**src/rtl/nsp_pkg.sv**
```systemverilog
// Shared types and constants for the sign-pack quantizer.
// Used by every module of the block; depends on nothing.
`default_nettype none

package nsp_pkg;

  localparam int unsigned ElemW      = 32;
  localparam int unsigned ScaleW     = 32;
  localparam int unsigned ScaleShift = 24;
  localparam int unsigned ProdW      = 64;
  localparam int unsigned MagW       = 31;
  localparam int unsigned SumW       = 48;
  localparam int unsigned WordBits   = 64;
  localparam int unsigned PosW       = $clog2(WordBits);
  localparam int unsigned WordIdxW   = 6;

  localparam logic [ScaleW-1:0] ScaleReset = 32'h0100_0000;
  localparam logic [MagW-1:0]   MagMax     = {MagW{1'b1}};
  localparam logic [PosW-1:0]   LastPos    = PosW'(WordBits - 1);

  typedef struct packed {
    logic signed [ElemW-1:0] element_value;
    logic                    final_element;
  } in_item_t;

  typedef struct packed {
    logic signed [ElemW-1:0]    scaled_value;
    logic [WordBits-1:0]        sign_word;
    logic                       word_ready;
    logic [WordIdxW-1:0]        word_index;
    logic signed [SumW-1:0]     running_sum;
    logic [MagW-1:0]            largest_magnitude;
    logic                       vector_done;
  } out_item_t;

  // Scaled element handed from the multiply stages to the accumulate stage.
  typedef struct packed {
    logic signed [ElemW-1:0] value;
    logic [MagW-1:0]         mag;
    logic                    final_element;
  } scaled_t;

endpackage

`default_nettype wire

```
**src/rtl/nsp_scale.sv**
```systemverilog
// Multiply and round/saturate stages of the sign-pack quantizer.
// Depends on nsp_pkg for the item and scaled-value types.
`default_nettype none

module nsp_scale
  import nsp_pkg::*;
(
  input  wire logic              clk_i,
  input  wire logic              rst_ni,
  input  wire logic [ScaleW-1:0] scale_i,
  input  wire logic              in_valid_i,
  output logic                   in_ready_o,
  input  wire in_item_t          in_data_i,
  output logic                   out_valid_o,
  input  wire logic              out_ready_i,
  output scaled_t                out_data_o
);

  // Product stage
  logic             prod_valid_q;
  logic [ProdW-1:0] prod_q;
  logic             prod_neg_q;
  logic             prod_final_q;
  logic             prod_ld;

  // Scaled stage
  logic             scl_valid_q;
  scaled_t          scl_q;
  logic             scl_ld;

  logic [ElemW-1:0] mag_in;
  logic [ProdW-1:0] rounded;
  logic [ProdW-ScaleShift-1:0] quot;
  logic [MagW-1:0]  mag_sat;

  assign scl_ld     = !scl_valid_q || out_ready_i;
  assign prod_ld    = !prod_valid_q || scl_ld;
  assign in_ready_o = prod_ld;

  // Two's complement magnitude; the most negative input maps to 2^31.
  assign mag_in = in_data_i.element_value[ElemW-1] ?
                  (~in_data_i.element_value + 1'b1) : in_data_i.element_value;

  // Negative values round the magnitude up so the signed result floors.
  assign rounded = prod_q + (prod_neg_q ? ProdW'((64'd1 << ScaleShift) - 64'd1) : '0);
  assign quot    = rounded[ProdW-1:ScaleShift];
  assign mag_sat = (quot > (ProdW-ScaleShift)'(MagMax)) ? MagMax : quot[MagW-1:0];

  always_ff @(posedge clk_i or negedge rst_ni) begin
    if (!rst_ni) begin
      prod_valid_q <= 1'b0;
      scl_valid_q  <= 1'b0;
    end else begin
      if (prod_ld) begin
        prod_valid_q <= in_valid_i;
      end
      if (scl_ld) begin
        scl_valid_q <= prod_valid_q;
      end
    end
  end

  always_ff @(posedge clk_i) begin
    if (prod_ld && in_valid_i) begin
      prod_q       <= ProdW'(mag_in) * ProdW'(scale_i);
      prod_neg_q   <= in_data_i.element_value[ElemW-1];
      prod_final_q <= in_data_i.final_element;
    end
    if (scl_ld && prod_valid_q) begin
      scl_q.mag           <= mag_sat;
      scl_q.value         <= prod_neg_q ? -$signed({1'b0, mag_sat}) : $signed({1'b0, mag_sat});
      scl_q.final_element <= prod_final_q;
    end
  end

  assign out_valid_o = scl_valid_q;
  assign out_data_o  = scl_q;

endmodule

`default_nettype wire

```
**src/rtl/nsp_accum.sv**
```systemverilog
// Accumulate stage: running sum, running maximum and sign-bit packing.
// Holds the per-vector state and the result register; depends on nsp_pkg.
`default_nettype none

module nsp_accum
  import nsp_pkg::*;
(
  input  wire logic    clk_i,
  input  wire logic    rst_ni,
  input  wire logic    in_valid_i,
  output logic         in_ready_o,
  input  wire scaled_t in_data_i,
  output logic         out_valid_o,
  input  wire logic    out_ready_i,
  output out_item_t    out_data_o
);

  logic signed [SumW-1:0] sum_q;
  logic [MagW-1:0]        max_q;
  logic [WordBits-1:0]    bits_q;
  logic [PosW-1:0]        pos_q;
  logic [WordIdxW-1:0]    word_cnt_q;

  logic signed [SumW-1:0] sum_d;
  logic [MagW-1:0]        max_d;
  logic [WordBits-1:0]    bits_d;
  logic [SumW:0]          sum_wide;
  logic                   full;
  logic                   release_word;
  logic                   ld;
  logic                   take;

  logic                   res_valid_q;
  out_item_t              res_q;

  assign ld         = !res_valid_q || out_ready_i;
  assign take       = ld && in_valid_i;
  assign in_ready_o = ld;

  always_comb begin
    sum_wide = {sum_q[SumW-1], sum_q} + (SumW+1)'(in_data_i.value);
    // Saturate when the two top bits disagree.
    if (sum_wide[SumW] != sum_wide[SumW-1]) begin
      sum_d = sum_wide[SumW] ? {1'b1, {(SumW-1){1'b0}}} : {1'b0, {(SumW-1){1'b1}}};
    end else begin
      sum_d = sum_wide[SumW-1:0];
    end
    max_d        = (in_data_i.mag > max_q) ? in_data_i.mag : max_q;
    bits_d       = bits_q | (in_data_i.value[ElemW-1] ? '0 : (WordBits'(1) << pos_q));
    full         = (pos_q == LastPos);
    release_word = full || in_data_i.final_element;
  end

  always_ff @(posedge clk_i or negedge rst_ni) begin
    if (!rst_ni) begin
      res_valid_q <= 1'b0;
      sum_q       <= '0;
      max_q       <= '0;
      bits_q      <= '0;
      pos_q       <= '0;
      word_cnt_q  <= '0;
    end else begin
      if (ld) begin
        res_valid_q <= in_valid_i;
      end
      if (take) begin
        if (release_word) begin
          bits_q <= '0;
          pos_q  <= '0;
        end else begin
          bits_q <= bits_d;
          pos_q  <= pos_q + 1'b1;
        end
        if (in_data_i.final_element) begin
          sum_q      <= '0;
          max_q      <= '0;
          word_cnt_q <= '0;
        end else begin
          sum_q      <= sum_d;
          max_q      <= max_d;
          word_cnt_q <= release_word ? word_cnt_q + 1'b1 : word_cnt_q;
        end
      end
    end
  end

  always_ff @(posedge clk_i) begin
    if (take) begin
      res_q.scaled_value      <= in_data_i.value;
      res_q.sign_word         <= bits_d;
      res_q.word_ready        <= release_word;
      res_q.word_index        <= word_cnt_q;
      res_q.running_sum       <= sum_d;
      res_q.largest_magnitude <= max_d;
      res_q.vector_done       <= in_data_i.final_element;
    end
  end

  assign out_valid_o = res_valid_q;
  assign out_data_o  = res_q;

endmodule

`default_nettype wire

```
**src/rtl/normalize_sign_pack_core.sv**
```systemverilog
// Sign-pack quantizer: scales Q16.16 elements by a Q8.24 register, tracks the
// running sum and largest magnitude per vector, and packs one sign bit per
// element into 64-bit words. Takes one element per clock cycle when the
// output is taken every cycle; each element passes the input, product,
// rounded value and result registers in that order. The accumulate stage
// closes a loop through its sum, maximum and sign-word registers.
// Write scale_factor only while no element is in flight.
// Depends on nsp_pkg, nsp_scale and nsp_accum.
`default_nettype none

module normalize_sign_pack_core
  import nsp_pkg::*;
(
  input  wire logic              clk_i,
  input  wire logic              rst_ni,
  input  wire logic              cfg_we_i,
  input  wire logic [ScaleW-1:0] cfg_wdata_i,
  input  wire logic              in_valid_i,
  output logic                   in_ready_o,
  input  wire in_item_t          in_data_i,
  output logic                   out_valid_o,
  input  wire logic              out_ready_i,
  output out_item_t              out_data_o
);

  logic [ScaleW-1:0] scale_q;
  logic              inp_valid_q;
  in_item_t          inp_q;
  logic              inp_ld;
  logic              scl_in_ready;
  logic              scl_valid;
  scaled_t           scl_data;
  logic              acc_ready;
  logic [ElemW-1:0]  out_mag;

  assign inp_ld     = !inp_valid_q || scl_in_ready;
  assign in_ready_o = inp_ld;

  always_ff @(posedge clk_i or negedge rst_ni) begin
    if (!rst_ni) begin
      scale_q     <= ScaleReset;
      inp_valid_q <= 1'b0;
    end else begin
      if (cfg_we_i) begin
        scale_q <= cfg_wdata_i;
      end
      if (inp_ld) begin
        inp_valid_q <= in_valid_i;
      end
    end
  end

  always_ff @(posedge clk_i) begin
    if (inp_ld && in_valid_i) begin
      inp_q <= in_data_i;
    end
  end

  nsp_scale u_scale (
    .clk_i       (clk_i),
    .rst_ni      (rst_ni),
    .scale_i     (scale_q),
    .in_valid_i  (inp_valid_q),
    .in_ready_o  (scl_in_ready),
    .in_data_i   (inp_q),
    .out_valid_o (scl_valid),
    .out_ready_i (acc_ready),
    .out_data_o  (scl_data)
  );

  nsp_accum u_accum (
    .clk_i       (clk_i),
    .rst_ni      (rst_ni),
    .in_valid_i  (scl_valid),
    .in_ready_o  (acc_ready),
    .in_data_i   (scl_data),
    .out_valid_o (out_valid_o),
    .out_ready_i (out_ready_i),
    .out_data_o  (out_data_o)
  );

  assign out_mag = out_data_o.scaled_value[ElemW-1] ?
                   (~out_data_o.scaled_value + 1'b1) : out_data_o.scaled_value;

  // The last element of a vector always releases its sign word.
  a_done_releases: assert property (@(posedge clk_i) disable iff (!rst_ni)
    out_valid_o |-> (!out_data_o.vector_done || out_data_o.word_ready))
    else $error("final element did not release the sign word");

  // The running maximum covers the element reported with it.
  a_max_covers: assert property (@(posedge clk_i) disable iff (!rst_ni)
    out_valid_o |-> (out_mag <= ElemW'(out_data_o.largest_magnitude)))
    else $error("largest magnitude below current scaled value");

  // The top sign bit can only be set by the element that fills the word.
  a_partial_top: assert property (@(posedge clk_i) disable iff (!rst_ni)
    (out_valid_o && !out_data_o.word_ready) |-> !out_data_o.sign_word[WordBits-1])
    else $error("partial sign word has its top bit set");

endmodule

`default_nettype wire
```
**config.mk**
```make
export PLATFORM = sky130hd
export DESIGN_NAME = normalize_sign_pack_core
export DESIGN_NICKNAME = d
export VERILOG_FILES = /design/src/rtl/nsp_pkg.sv /design/src/rtl/nsp_scale.sv /design/src/rtl/nsp_accum.sv /design/src/rtl/normalize_sign_pack_core.sv
export SDC_FILE = /design/constraint.sdc
export NUM_CORES = 2
export LEC_CHECK = 0
export BUFFER_PORTS_ARGS = -buffer_cell sky130_fd_sc_hd__buf_2
export CELL_PAD_IN_SITES_DETAIL_PLACEMENT = 0
export CELL_PAD_IN_SITES_GLOBAL_PLACEMENT = 2
export CORE_MARGIN = 8
export CORE_UTILIZATION = 38
export DETAILED_ROUTE_END_ITERATION = 8
export PLACE_DENSITY_LB_ADDON = 0.1
export SLEW_MARGIN = 40
export SYNTH_ARGS = -nofsm -noshare
export SYNTH_HDL_FRONTEND = slang
export SYNTH_HIERARCHICAL = 1
export SYNTH_SLANG_ARGS = --single-unit
```
**constraint.sdc**
```tcl
create_clock -name clk_i -period 9.9 [get_ports clk_i]
set_input_delay 0.495 -clock clk_i [delete_from_list [all_inputs] [get_ports clk_i]]
set_output_delay 0.495 -clock clk_i [all_outputs]
set_load 0.02 [all_outputs]
```
-- Word-level counts from Yosys, hierarchy flattened
Cells that the tools add are included.
W data, S select, Z words.
- register bits after elaboration: 537
- logic and storage cells: 69
- memories kept: 0
- bits in latches: 0
- ROM bits: 0
- bits in writable memories: 0
- divide/modulo/power cells: 0
- order comparisons: 2
- eq/ne operators: 2
- add/sub/neg operators: 6
- shifts and indexed selects: 1
- bitwise operators: 2
- $mul: 1
- multiplexer cells: 14
- reduce and logical (&&, ||, !) cells: 15
- operators with widths (kind ; count):
    $mux W48 ; 3
    $mux W64 ; 2
    $mux W31 ; 4
    $add A64 B64 Y64 ; 1
    $mul A32 B32 Y64 ; 1
    $or A64 B64 Y64 ; 1
    $shl A1 B6 Y64 const A ; 1
    $add A48 B32 Y49 ; 1
    $gt A40 B31 Y1 const B ; 1
    $add A32 B1 Y32 const B ; 1
    $mux W32 ; 1
    $neg A31 Y32 ; 1
    $not A32 Y32 ; 1
    $gt A31 B31 Y1 ; 1
    $mux W24 ; 1
    $mux W6 ; 3
    $add A6 B1 Y6 const B ; 2
    $eq A6 B6 Y1 const B ; 1
    $logic_or A1 B1 Y1 ; 5
    $logic_and A1 B1 Y1 ; 4
    $logic_not A1 Y1 ; 4
    $reduce_and A2 Y1 ; 1
    $reduce_bool A2 Y1 ; 1
    $ne A1 B1 Y1 ; 1

-- Depth between registers and ports, before layout
- depth after elaboration: 6
- depth in mapped cells: 38
- gate-level depth less buffers: 35

-- By module
Netlist, hierarchy kept.
- modules (own cells, without submodules) (module ; cells an instance ; area an instance (um^2) ; instances):
    nsp_scale ; 4372 ; 40719.1 ; 1
    nsp_accum ; 1598 ; 17334.1 ; 1
    normalize_sign_pack_core ; 105 ; 2381.0 ; 1

-- Worst setup path before layout
No wires, ideal clock.
- path type: register -> register
- start: register inp_q[1] (netlist name)
- end: register u_scale.prod_q[60] (data pin)
- library setup time: 0.260 ns
- cell stages (with the launch flop): 36
- setup slack: -0.163 ns
- period minus slack after synthesis: 10.063 ns
- arrival: 9.803 ns
- data required time: 9.640 ns
- path through: edfxtp_1 -> or4_4 -> nand2b_4 -> nand2b_4 -> or4_4 -> or3_1 -> or3_4 -> nand2_1 -> xnor2_1 -> clkbuf_1 -> and2_1 -> fa_1 -> inv_1 -> fa_1 -> fa_1 -> fa_1 -> inv_1 -> fa_1 -> fa_1 -> fa_1 -> inv_1 -> fa_1 -> inv_1 -> ha_1 -> clkbuf_1 -> nand4_1 -> o21ai_0 -> a31oi_1 -> o21ai_0 -> a221o_1 -> o21ai_1 -> a31o_2 -> o211a_1 -> o41ai_1 -> a31oi_1 -> xnor2_1
- longest elaborated chain between the ends: 4
- RTL lines (item ; RTL line ; RTL):
    start: declaration ; normalize_sign_pack_core.sv:28 ; in_item_t inp_q;
    start signal: assignment ; normalize_sign_pack_core.sv:55 ; inp_q <= in_data_i;
    $not A32 Y32 ; nsp_scale.sv:42 ; (~in_data_i.element_value + 1'b1) : in_data_i.element_value;
    $add A32 B1 Y32 ; nsp_scale.sv:42 ;
    $mux W32 (*) ; nsp_scale.sv:41 ; assign mag_in = in_data_i.element_value[ElemW-1] ?
    $mul A32 B32 Y64 (*) ; nsp_scale.sv:65 ; prod_q <= ProdW'(mag_in) * ProdW'(scale_i);
    end signal: assignment ; nsp_scale.sv:65 ;
    end: declaration ; nsp_scale.sv:21 ; logic [ProdW-1:0] prod_q;
Mark *: on every way between the ends. The rest lies on a longest branch, timed or not.
A chain may end at the register's enable or synchronous reset.

-- Worst setup path in the final report
- start: register inp_q[1] (netlist name)
- end: register u_scale.prod_q[61] (data pin)
Same word-level chain as after synthesis.

==> metrics.yaml <==
final_nets: 7763
clockBufferDepth: 3
final_layout_size_suffix_gt1_frac: 0.144
yosysTopAreaCell: "fa_1"
async_flop_share: 0.356
portBuffers: 254
yosysWarnings: 6
synth_cells: 6075
maxCapViolCount: 0
fillCellCount: 15400
whs_endpoint: "scale_q[2]"
timing.final.crit_share: 0.992
clk_latency_ns: 0.67
syn_area_per_cell_um2: 9.95
layout_setup_ws_ns: 0.0757
synth_seq_cells: 536
antenna_found_initial: 5
synth_nets: 7416
holdCritStartpoint: "cfg_wdata_i[2]"
ys_seq_area_frac: 0.251
crit_path_max_fanout: 3
slowest_delay_ns: 0.56
yosys-top-cells-area: "fa_1 30%, edfxtp_1 17%, dfrtp_1 7.9%"
drc: 0
routed_wl_um: 180000
syn_area_um2: 60400
final_antenna_net_count: 0
initial_utilization: 0.382
reg2reg_slack_ns: 0.08
cpMostUsedCell: "fa_1"
finalMaxSlewViolations: 0
hpwl_um: 144000
hold_path_class: "in2reg"
drt-initial-drc-count: 2665
grt_pass1_wl_um: 284000
grtUsageTotal: 0.208
ys_top_cells_by_count: "928 x inv_1, 897 x fa_1, 663 x nand2_1, 595 x and2_1, 374 x ha_1"
layout_min_cycle_time_ns: 9.82
grt_util_met3: 0.0268
wl_per_cell_um: 21.1
arrival_ns: 10.21
setup-violations-final: 0
status: "complete, no violations"
cts_tree: "built"
hold_ws_ns: 0.0737
required_ns: 10.29
reg2reg_depth: 32
grt.busiest_layer: "met2"
drtPass1Iterations: 6
diodes: 0
ys.flop_type: "edfxtp_1"
htree_levels: 3
synth-edff-count: 345
rsz0062_at_grt: "true"
area_growth_pct: 14.8
worstSetupEndpointType: "flip-flop"
synth_top_area_share: 0.297
io_pins: 255
rows: 146
place_ws_ns: -0.346
skew_ns: 0.0552
die_h_um: 415
path_clk_slew_ns: 0.06
fp.coreArea_um2: 158000
cts_buffers: 68
grt_max_degree: 174
fmax_ghz: 0.102
vias: 43600
worst_setup_path_start_kind: "flip-flop"
slew_headroom: 0.440
gr-total-overflow: 0
rr_startpoint: "inp_q[1]"
via_per_inst: 5.10
crit_path_top_delay_cell: "fa_2"
dieArea_um2: 172000
hold_viol: 0
cts.sinks: 536
fp.dieW_um: 415
gr-usage-met1: 0.292
synth.most_common_cell: "inv_1"
place.gp.congestion: 0.840
tightest_slew_ns: 0.840
cts_root_buffer: "clkbuf_16"
grt_pass1_vias: 46900
r2r-end: "u_scale/prod_q[61]"
hold_depth: 2
globalRouteMet2Util: 0.347
yosysUniqueCellTypes: 99
crit_type: "reg2reg"
==> worst max-delay path, delay by kind of cell, from the launching register on <==
kind / cells / cell delay [ns]
AOI/OAI and AO/OA: 5 / 1.30
adders and majority gates: 9 / 4.14
buffers and inverters: 6 / 0.52
and+or+nand+nor: 10 / 2.94
DFF: 1 / 0.38
xor gates and xnor gates: 2 / 0.26
==> state kept, by name (all words and copies together), names as in the netlist, 6 cells and up <==
register            flops
u_accum/bits_q         64
u_accum/sum_q          48
u_scale/prod_q         64
inp_q                  33
u_scale/out_data_o     63
u_accum/word_cnt_q      6
scale_q                32
u_accum/out_data_o    183
u_accum/max_q          31
u_accum/pos_q           6
==> cells in the final DEF (no fill, tap or decap), types with 17 or more instances in the layout <==
master	netlist	layout
a21boi_0	20	20
a21o_1	119	118
a21oi_1	244	235
and2_1	595	584
and3_1	21	20
buf_2	31	253
buf_4	6	285
buf_6	5	17
clkbuf_16	0	68
dfrtp_1	190	184
dlygate4sd3_1	0	58
edfxtp_1	345	345
fa_1	897	886
ha_1	374	362
inv_1	928	918
mux2_2	33	33
mux2_4	30	30
nand2_1	663	657
nand2b_1	27	27
nand3_1	72	72
nand3b_1	34	34
nand4_1	62	62
nor2_1	222	218
nor2b_1	20	19
nor3_1	55	51
o211ai_1	26	26
o21a_1	21	21
o21ai_0	187	178
o21bai_1	29	29
o221ai_1	30	30
o31ai_1	17	17
or3_1	25	20
xnor2_1	121	93
xor2_1	59	54
==> worst max path at each step <==
stage / from / endpoint / cells after the start / slack, ns
5_1_grt: inp_q[1] / u_scale/prod_q[56] / 33 / -0.20
4_1_cts: inp_q[1] / u_scale/prod_q[63] / 33 / -0.003
2_1_floorplan: inp_q[1] / u_scale/prod_q[60] / 35 / 0.01
3_5_place_dp: inp_q[1] / u_scale/prod_q[63] / 33 / -0.35
6_report: inp_q[1] / u_scale/prod_q[61] / 32 / 0.08
3_3_place_gp: inp_q[1] / u_scale/prod_q[62] / 34 / -0.26
==> final cells by class <==
| type | instances | area (µm²) | share of cell area |
|---|---|---|---|
| Multi-Input combinational cell | 4254 | 41200 | 0.594 |
| Sequential cell | 536 | 15100 | 0.218 |
| Timing Repair Buffer | 633 | 4600 | 0.0663 |
| Inverter | 929 | 3490 | 0.0504 |
| Tap cell | 2072 | 2590 | 0.0374 |
| Clock buffer | 89 | 1850 | 0.0267 |
| Clock inverter | 36 | 472 | 0.00680 |
==> metrics by stage <==
step,std cells,area [µm²],TNS [ns],utilization
final,8549,69400,0,0.439
after global routing,8549,69400,-1.22,0.439
after CTS,8527,68700,-0.00344,0.434
after detailed placement,8341,65600,-2.49,0.415
after global placement,8340,65500,-1.48,0.414
after floorplan,6075,60400,0,-
==> cells by family after synthesis <==
kind of cell / count (synthesis) / share of synthesized area
flip-flops: 536 / 0.251
AND/OR/NAND/NOR: 1880 / 0.159
AO/OA/AOI/OAI: 846 / 0.0914
buffers and inverters: 1285 / 0.0823
XOR/XNOR: 181 / 0.0264
adder cells (fa/ha/maj): 1279 / 0.376
multiplexers: 68 / 0.0144
==> repair_timing <==
action	4_1_cts	5_1_grt
pin swaps	23	55
buffers inserted	3	18
hold endpoints to repair	117	0
hold buffers	58	0
endpoints found under the setup margin	13	20
gates resized for setup	30	89
==> routing by layer <==
metal | vias to the layer above | share of wire | routed length [µm]
met5 | - | 0.000072 | 13
met2 | 824 | 0.48 | 86000
met4 | 2 | 0.016 | 2820
met3 | 148 | 0.038 | 6930
met1 | 22400 | 0.47 | 84300
li1 | 20200 | - | -
Power is not shown: default switching activity piles up to over one toggle a cycle in this logic, so the estimate is an artifact.
